File: src/hdl/tsq_pkg.sv
package tsq_pkg;

  // Field widths of one request, of one stored cell and of the result status and count.
  localparam int unsigned ID_W    = 8;
  localparam int unsigned TIME_W  = 16;
  localparam int unsigned ENTRY_W = TIME_W + ID_W;
  localparam int unsigned STAT_W  = 2;
  localparam int unsigned COUNT_W = 5;

  // Operation codes on the request channel.
  typedef enum logic {
    OP_PUSH = 1'b0,
    OP_POP  = 1'b1
  } op_t;

  // Status codes on the result channel.
  typedef enum logic [STAT_W-1:0] {
    STAT_OK         = 2'd0,
    STAT_PUSH_FULL  = 2'd1,
    STAT_POP_EMPTY  = 2'd2
  } stat_t;

  // Controller states: whether a finished result is waiting to be taken.
  typedef enum logic {
    ST_IDLE = 1'b0,
    ST_HOLD = 1'b1
  } ctrl_state_t;

  // Commands from the controller to the datapath.
  typedef struct packed {
    logic  push;      // insert the request in order
    logic  pop;       // remove the head
    logic  load;      // capture the result registers
    stat_t status;    // status code for the result
  } dp_cmd_t;

  // Status from the datapath to the controller.
  typedef struct packed {
    logic full;
    logic empty;
  } dp_stat_t;

endpackage

File: src/hdl/tsq_ctrl.sv
module tsq_ctrl (
  input  logic             clk,
  input  logic             rst_n,
  input  logic             in_valid,
  output logic             in_ready,
  input  logic             in_op,
  output logic             out_valid,
  input  logic             out_ready,
  input  tsq_pkg::dp_stat_t dp_stat,
  output tsq_pkg::dp_cmd_t  dp_cmd
);
  import tsq_pkg::*;

  ctrl_state_t state_r;
  ctrl_state_t state_nxt;
  logic        accept;

  // State register.
  always_ff @(posedge clk) begin
    if (!rst_n) begin
      state_r <= ST_IDLE;
    end else begin
      state_r <= state_nxt;
    end
  end

  // A new request is taken whenever the result register is free or being emptied.
  always_comb begin
    out_valid = (state_r == ST_HOLD);
    in_ready  = (state_r == ST_IDLE) || out_ready;
    accept    = in_valid && in_ready;

    dp_cmd        = '0;
    dp_cmd.load   = accept;
    dp_cmd.status = STAT_OK;
    if (accept) begin
      if (op_t'(in_op) == OP_PUSH) begin
        if (dp_stat.full) begin
          dp_cmd.status = STAT_PUSH_FULL;
        end else begin
          dp_cmd.push = 1'b1;
        end
      end else begin
        if (dp_stat.empty) begin
          dp_cmd.status = STAT_POP_EMPTY;
        end else begin
          dp_cmd.pop = 1'b1;
        end
      end
    end

    state_nxt = state_r;
    case (state_r)
      ST_IDLE: begin
        if (accept) begin
          state_nxt = ST_HOLD;
        end
      end
      ST_HOLD: begin
        if (!accept && out_ready) begin
          state_nxt = ST_IDLE;
        end
      end
      default: begin
        state_nxt = ST_IDLE;
      end
    endcase
  end

endmodule

File: src/hdl/tsq_datapath.sv
module tsq_datapath #(
  parameter int unsigned DEPTH = 16
) (
  input  logic                          clk,
  input  logic                          rst_n,
  input  logic [tsq_pkg::ID_W-1:0]      in_source_id,
  input  logic [tsq_pkg::TIME_W-1:0]    in_request_time,
  input  tsq_pkg::dp_cmd_t              dp_cmd,
  output tsq_pkg::dp_stat_t             dp_stat,
  output logic [tsq_pkg::STAT_W-1:0]    out_status,
  output logic [tsq_pkg::ID_W-1:0]      out_popped_id,
  output logic [tsq_pkg::TIME_W-1:0]    out_popped_time,
  output logic [tsq_pkg::ID_W-1:0]      out_head_id,
  output logic [tsq_pkg::TIME_W-1:0]    out_head_time,
  output logic [tsq_pkg::COUNT_W-1:0]   out_entry_count,
  output logic                          out_is_empty_flag
);
  import tsq_pkg::*;

  localparam int unsigned CNT_W = $clog2(DEPTH + 1);

  // Sorted cells, head at cell 0, each {time, id} so plain compare gives queue order.
  logic [ENTRY_W-1:0] cell_r   [DEPTH];
  logic [ENTRY_W-1:0] cell_nxt [DEPTH];
  logic [CNT_W-1:0]   occ_r;
  logic [CNT_W-1:0]   occ_nxt;
  logic [DEPTH-1:0]   keep;
  logic [ENTRY_W-1:0] new_entry;
  logic [ENTRY_W-1:0] head_nxt;
  logic [31:0]        occ_ext;

  // Result registers.
  logic [STAT_W-1:0]  status_r;
  logic [ENTRY_W-1:0] popped_r;
  logic [ENTRY_W-1:0] head_r;
  logic [COUNT_W-1:0] count_r;
  logic               empty_r;

  assign new_entry     = {in_request_time, in_source_id};
  assign dp_stat.full  = (occ_r == CNT_W'(DEPTH));
  assign dp_stat.empty = (occ_r == '0);

  // Every cell compares itself with the new request at once; the held cells that
  // order at or before it form an unbroken run from the head.
  always_comb begin
    for (int i = 0; i < DEPTH; i++) begin
      keep[i] = (CNT_W'(i) < occ_r) && (cell_r[i] <= new_entry);
    end
  end

  // Next cell contents: insert shifts the tail back by one, pop shifts forward.
  always_comb begin
    for (int i = 0; i < DEPTH; i++) begin
      cell_nxt[i] = cell_r[i];
      if (dp_cmd.push) begin
        if (!keep[i]) begin
          if (i == 0) begin
            cell_nxt[i] = new_entry;
          end else if (keep[i-1]) begin
            cell_nxt[i] = new_entry;
          end else begin
            cell_nxt[i] = cell_r[i-1];
          end
        end
      end else if (dp_cmd.pop) begin
        if (i < DEPTH - 1) begin
          cell_nxt[i] = cell_r[i+1];
        end
      end
    end

    occ_nxt = occ_r;
    if (dp_cmd.push) begin
      occ_nxt = occ_r + CNT_W'(1);
    end else if (dp_cmd.pop) begin
      occ_nxt = occ_r - CNT_W'(1);
    end

    head_nxt = (occ_nxt != '0) ? cell_nxt[0] : '0;
    occ_ext  = 32'(occ_nxt);
  end

  // Cell storage and occupancy count.
  always_ff @(posedge clk) begin
    if (!rst_n) begin
      occ_r <= '0;
    end else begin
      occ_r <= occ_nxt;
    end
  end

  always_ff @(posedge clk) begin
    for (int i = 0; i < DEPTH; i++) begin
      cell_r[i] <= cell_nxt[i];
    end
  end

  // Capture the result of each accepted request.
  always_ff @(posedge clk) begin
    if (dp_cmd.load) begin
      status_r <= dp_cmd.status;
      popped_r <= dp_cmd.pop ? cell_r[0] : '0;
      head_r   <= head_nxt;
      count_r  <= occ_ext[COUNT_W-1:0];
      empty_r  <= (occ_nxt == '0);
    end
  end

  assign out_status        = status_r;
  assign out_popped_id     = popped_r[ID_W-1:0];
  assign out_popped_time   = popped_r[ENTRY_W-1:ID_W];
  assign out_head_id       = head_r[ID_W-1:0];
  assign out_head_time     = head_r[ENTRY_W-1:ID_W];
  assign out_entry_count   = count_r;
  assign out_is_empty_flag = empty_r;

endmodule

File: src/hdl/timestamp_ordered_request_queue_core.sv
// Channel   | Direction | Handshake          | Payload
// in_       | input     | in_valid/in_ready   | op, source_id, request_time
// out_      | output    | out_valid/out_ready | status, popped_id/time, head_id/time,
//           |           |                     | entry_count, is_empty_flag
//
// Each request is executed in the cycle it is accepted by a row of cells that all
// compare against it in parallel; its result appears in the output register next cycle.
// One request per cycle is sustained while the result side keeps taking results.
// Synchronous active-low reset empties the queue and drops any waiting result.
// While a result waits unaccepted, in_ready follows out_ready.
module timestamp_ordered_request_queue_core #(
  parameter int unsigned DEPTH = 16
) (
  input  logic                        clk,
  input  logic                        rst_n,
  input  logic                        in_valid,
  output logic                        in_ready,
  input  logic                        in_op,
  input  logic [tsq_pkg::ID_W-1:0]    in_source_id,
  input  logic [tsq_pkg::TIME_W-1:0]  in_request_time,
  output logic                        out_valid,
  input  logic                        out_ready,
  output logic [tsq_pkg::STAT_W-1:0]  out_status,
  output logic [tsq_pkg::ID_W-1:0]    out_popped_id,
  output logic [tsq_pkg::TIME_W-1:0]  out_popped_time,
  output logic [tsq_pkg::ID_W-1:0]    out_head_id,
  output logic [tsq_pkg::TIME_W-1:0]  out_head_time,
  output logic [tsq_pkg::COUNT_W-1:0] out_entry_count,
  output logic                        out_is_empty_flag
);
  import tsq_pkg::*;

  dp_cmd_t  dp_cmd;
  dp_stat_t dp_stat;

  // Handshake and command control.
  tsq_ctrl u_ctrl (
    .clk       (clk),
    .rst_n     (rst_n),
    .in_valid  (in_valid),
    .in_ready  (in_ready),
    .in_op     (in_op),
    .out_valid (out_valid),
    .out_ready (out_ready),
    .dp_stat   (dp_stat),
    .dp_cmd    (dp_cmd)
  );

  // Sorted cell row and result registers.
  tsq_datapath #(
    .DEPTH (DEPTH)
  ) u_datapath (
    .clk               (clk),
    .rst_n             (rst_n),
    .in_source_id      (in_source_id),
    .in_request_time   (in_request_time),
    .dp_cmd            (dp_cmd),
    .dp_stat           (dp_stat),
    .out_status        (out_status),
    .out_popped_id     (out_popped_id),
    .out_popped_time   (out_popped_time),
    .out_head_id       (out_head_id),
    .out_head_time     (out_head_time),
    .out_entry_count   (out_entry_count),
    .out_is_empty_flag (out_is_empty_flag)
  );

endmodule

File: config.mk
export PLATFORM = sky130hd
export DESIGN_NAME = timestamp_ordered_request_queue_core
export DESIGN_NICKNAME = d
export VERILOG_FILES = /design/src/hdl/tsq_pkg.sv /design/src/hdl/tsq_ctrl.sv /design/src/hdl/tsq_datapath.sv /design/src/hdl/timestamp_ordered_request_queue_core.sv
export SDC_FILE = /design/constraint.sdc
export NUM_CORES = 2
export LEC_CHECK = 0
export BUFFER_PORTS_ARGS = -buffer_cell sky130_fd_sc_hd__buf_2
export CORE_MARGIN = 2
export CORE_UTILIZATION = 25
export DETAILED_ROUTE_END_ITERATION = 6
export PLACE_DENSITY_LB_ADDON = 0.3
export RECOVER_POWER = 50
export SKIP_LAST_GASP = 1
export SYNTH_ARGS = -nofsm -noshare
export SYNTH_HDL_FRONTEND = slang
export SYNTH_SLANG_ARGS = --single-unit
File: constraint.sdc
create_clock -name clk -period 6.1 [get_ports clk]
set_input_delay 0.305 -clock clk [delete_from_list [all_inputs] [get_ports clk]]
set_output_delay 0.305 -clock clk [all_outputs]
set_load 0.1 [all_outputs]
; ---- Word level (Yosys, flattened, before mapping)
; Memory sizes are Yosys's and may differ from the RTL's.
; Index checks and enable logic that the tools add are counted.
[totals]
register_bits = 62
ramBits = 384
inputBits = 29
out_inout_bits = 58
word_cells = 142
memories = 1
[op_classes]
add_sub_neg = 2
n_lt_le_gt_ge = 32
eq_ne = 1
mux = 75
bitwise_logic = 1
reduce_logical = 23
[mem_list]
columns = name, words, word_bits, rd, rd_clocked_by_memory_dff, write_ports, line
row1 = u_datapath.cell_r, 16, 24, 16, 0, 16, tsq_datapath.sv:23  ; logic [ENTRY_W-1:0] cell_r [DEPTH];
[op_table]
columns = cell, n
row1 = $mux W24, 62
row2 = $le A24 B24 Y1, 16
row3 = $lt A4 B5 Y1 const A, 8
row4 = $lt A3 B5 Y1 const A, 4
row5 = $logic_and A1 B1 Y1, 18
row6 = $logic_not A5 Y1, 2
row7 = $lt A1 B5 Y1 const A, 2
row8 = $lt A2 B5 Y1 const A, 2
row9 = $mux W5, 2
row10 = $mux W1, 7
row11 = $mux W2, 3
row12 = $add A5 B1 Y5 const B, 1
row13 = $eq A5 B5 Y1 const B, 1
row14 = $reduce_bool A5 Y1, 1
row15 = $sub A5 B1 Y5 const B, 1
row16 = $pmux W1 S2, 1
row17 = $logic_not A1 Y1, 1
row18 = $logic_or A1 B1 Y1, 1
row19 = $not A1 Y1, 1

; ---- Logic depth before layout (Yosys ltp)
[depth]
ltp_word = 7
ltp_mapped = 12
mapped_depth_nobuf = 9

; ---- Modules after synthesis
; From an unflattened synthesis, not the netlist that was laid out.
[unflattened]
hier_cells = 3535
hier_area_um2 = 33010.4
[modules_own_cells]
columns = mod, n_inst, cells_each, area_each_um2, seq_area_each_um2
row1 = tsq_datapath, 1, 3524, 32885.3, 13072.5
row2 = tsq_ctrl, 1, 11, 125.1, 20.0

; ---- Worst setup path before layout
; No wires, ideal clock.
[synth_timing]
path_kind = reg2reg
from = reg u_ctrl.out_valid (netlist name)
to = mem u_datapath.cell_r[1][0] in the netlist's numbering, enable pin
setup_ns = 0.438
arrival_time_ns = 6.104
required_time_ns = 5.662
slack_ns = -0.443
stages_incl_launch_ff = 12
n_path_buf = 4
period_less_slack_ns = 6.543
path_cell_list = dfxtp_1 > nor2b_1 > inv_1 > nand2_1 > inv_1 > and2_1 > buf_2 > clkbuf_1 > clkbuf_1 > clkbuf_1 > o21ai_0 > o21ai_0
[synth_lines]
columns = item, line
row1 = end: declaration, tsq_datapath.sv:23

==> run metrics <==
# Max-Cap Violations=10; antenna violations before repair=10; port bufs=86; Slew HR=-94.1%; Hold EP=u_datapath.cell_r[0][23]; Die H=360 um; num ports=87; GRT Util Overall=18.1%; layout cells sized above 1=9.27%; GP Congestion=0.940; Initial Util=25.2%; crit path max fanout=31; most common cell after layout, fill and taps aside=edfxtp_1; TritonCTS clock tree=done; Area Overhead vs Synth=13.2%; Hold Path Class=input port to register; reg2reg setup slack=0.85 ns; fin. max-slew vios=251; hold path cells=4; std cell rows=130; Worst Skew=0.0349 ns; clock buffer depth=3; dpl hpwl=90,200 um; CTS buffer count=54; via count=26,600; core area=126,000 um2; Setup Crit Path Kind=register to register; worst slew pin tran=2.90 ns; largest net degree at the start of global routing=122; mapped cell area=31,600 um2; DR pass1 iterations=6; R2R Path Start=u_datapath.occ_r[1]; Seq cells post-synth=446; Post-synth EDFFs=416; Clock Sinks=446; Detailed Route WL=121,000 um; Hold Startpoint=in_op; CP Launch Type=register; RSZ-0062 raised after global routing=false; FF-to-FF path depth=7; initial detailed-routing violation count=2,578; Worst R2R End=u_datapath.cell_r[1][114]; Main synth FF type=edfxtp_1; final setup violating endpoints=0; Worst-path clk slew=0.06 ns; FMAX=190 MHz; Hold Fails Final Rpt=0; Final period util=86.1%; average wire per standard cell=25.3 um; PD cells=373 nW/um2; post-synthesis cell type count=69; Pleak=13.6 nW; CP required=6.58 ns; total gr overflow=0; die area=129,000 um2; CP Capture Type=register; status=finished with violations; Root Buffer=clkbuf_16; failing checks=max-capacitance violations, max-slew violations; Clock Latency Late Sink=0.65 ns; cells after synthesis=3,077; CTS H-Tree Depth=2; net count after synthesis=3,494; most frequent cells in the layout=416 x edfxtp_1, 388 x ha_1, 257 x nor2_1; sequential fraction of the synthesis area=41.4%; vias in the first global route=25,700; crit path DAT=5.73 ns; DRC Markers=0; Async S/R FF share, synth=0%; Peak VDD IR=0.000210 V; fin crit period=5.25 ns; setup bufs post-CTS=0; final core utilization=28.5%; Horiz. Die Dim=360 um; Avg Inst Size Synth=10.3 um2; Final Net Count=3,513; first-pass GRT wire length=177,000 um; vias per cell=5.56; WHS=0.193 ns; Post-DRT Antenna Nets=0; Syn. warnings=0
[cells in the mapped netlist (all sizes together), types with 70 or more instances]
cell type  instances  area share (%)
a21oi            234             3.7
a221o            192             6.1
a22oi             70             1.7
and2              99             2.0
clkbuf           172             2.0
edfxtp           416              40
ha               388              15
mux2i             72             2.3
nand2            218             2.6
nand4             84             1.7
nor2             259             3.1
nor3              73             1.2
o21ai            157             2.5
o221a             72             2.6
[repair_timing]
| item | CTS | global route |
|---|---|---|
| hold endpoints to repair | 6 | 0 |
| hold buffers | 3 | 0 |
| resized for setup | 0 | 0 |
| setup endpoints to repair | 0 | 0 |
[final cells by class]
| type | count | area (um2) |
|---|---|---|
| clock inverters | 26 | 344 |
| multi-input cells | 2361 | 17600 |
| inverters | 57 | 214 |
| fillers | 13200 | 89800 |
| well taps | 1650 | 2060 |
| flip-flops and latches | 446 | 13100 |
| diodes | 4 | 10.0 |
| clock buffers | 73 | 1480 |
| repair buffers | 176 | 990 |
[cell families after synthesis]
kind of cell,after synthesis,share of synthesized area [%]
buf+inv,270,3.36
xor+xnor,5,0.139
compound gates,1002,23.3
fa+ha+maj,388,15.4
flops,446,41.4
mux,96,3.14
simple gates,870,13.3
[worst max-delay path by stage]
stage	start	end	slack, ns
finish	u_datapath.occ_r[1]	u_datapath.cell_r[1][114]	0.85
global route	u_datapath.occ_r[1]	u_datapath.cell_r[1][114]	0.82
CTS	u_datapath.occ_r[1]	u_datapath.head_r[12]	1.76
detailed placement	in_request_time[9]	u_datapath.cell_r[1][100]	1.62
global placement	in_request_time[8]	u_datapath.cell_r[1][114]	1.69
floorplan	u_ctrl.out_valid	u_datapath.cell_r[0][120]	-0.21
[flip-flops by register name, indices dropped and copies added (netlist names)]
signal,flops
u_ctrl.out_valid,1
u_datapath.out_is_empty_flag,1
u_datapath.head_r,24
u_datapath.out_entry_count,5
u_datapath.out_status,2
u_datapath.occ_r,5
u_datapath.cell_r,384
u_datapath.popped_r,24
[through the flow]
stage	worst slack [ns]	total power [mW]	setup TNS, ns	cell area (um2)	std cells
6_report	0.846	13.3	0	35800	4793
2_1_floorplan	-0.208	8.30	-24.93	31600	3077
3_5_place_dp	1.62	9.92	0	34100	4687
5_1_grt	0.822	14.0	0	35800	4791
4_1_cts	1.76	13.4	0	36000	4789
3_3_place_gp	1.69	9.87	0	34100	4687
[worst max-delay path: stages, from the launching register on]
cell     delay (ns)
dfxtp_1        0.72
inv_1          0.22
ha_1           0.31
a31oi_1        0.56
and2_4         0.55
nand2_1        0.12
nor2_1         2.14
a221o_1        0.44
[power breakdown]
part	leakage [nW]	internal, mW	switching, mW
clock	0.892	2.04	1.41
combinational	8.45	1.63	3.16
sequential	4.21	4.31	0.793
[per-layer routing]
layer / routed length [um] / global-route usage (%) / share of wire (%) / vias up
met5: 27 / 0 / 0.022 / -
met4: 4440 / 6.24 / 3.7 / 4
met3: 7680 / 2.78 / 6.3 / 195
met2: 57100 / 30.2 / 47 / 982
met1: 51800 / 23.8 / 43 / 13300
li1: - / - / - / 12200
Note: power is estimated with default switching activity, not from simulation.
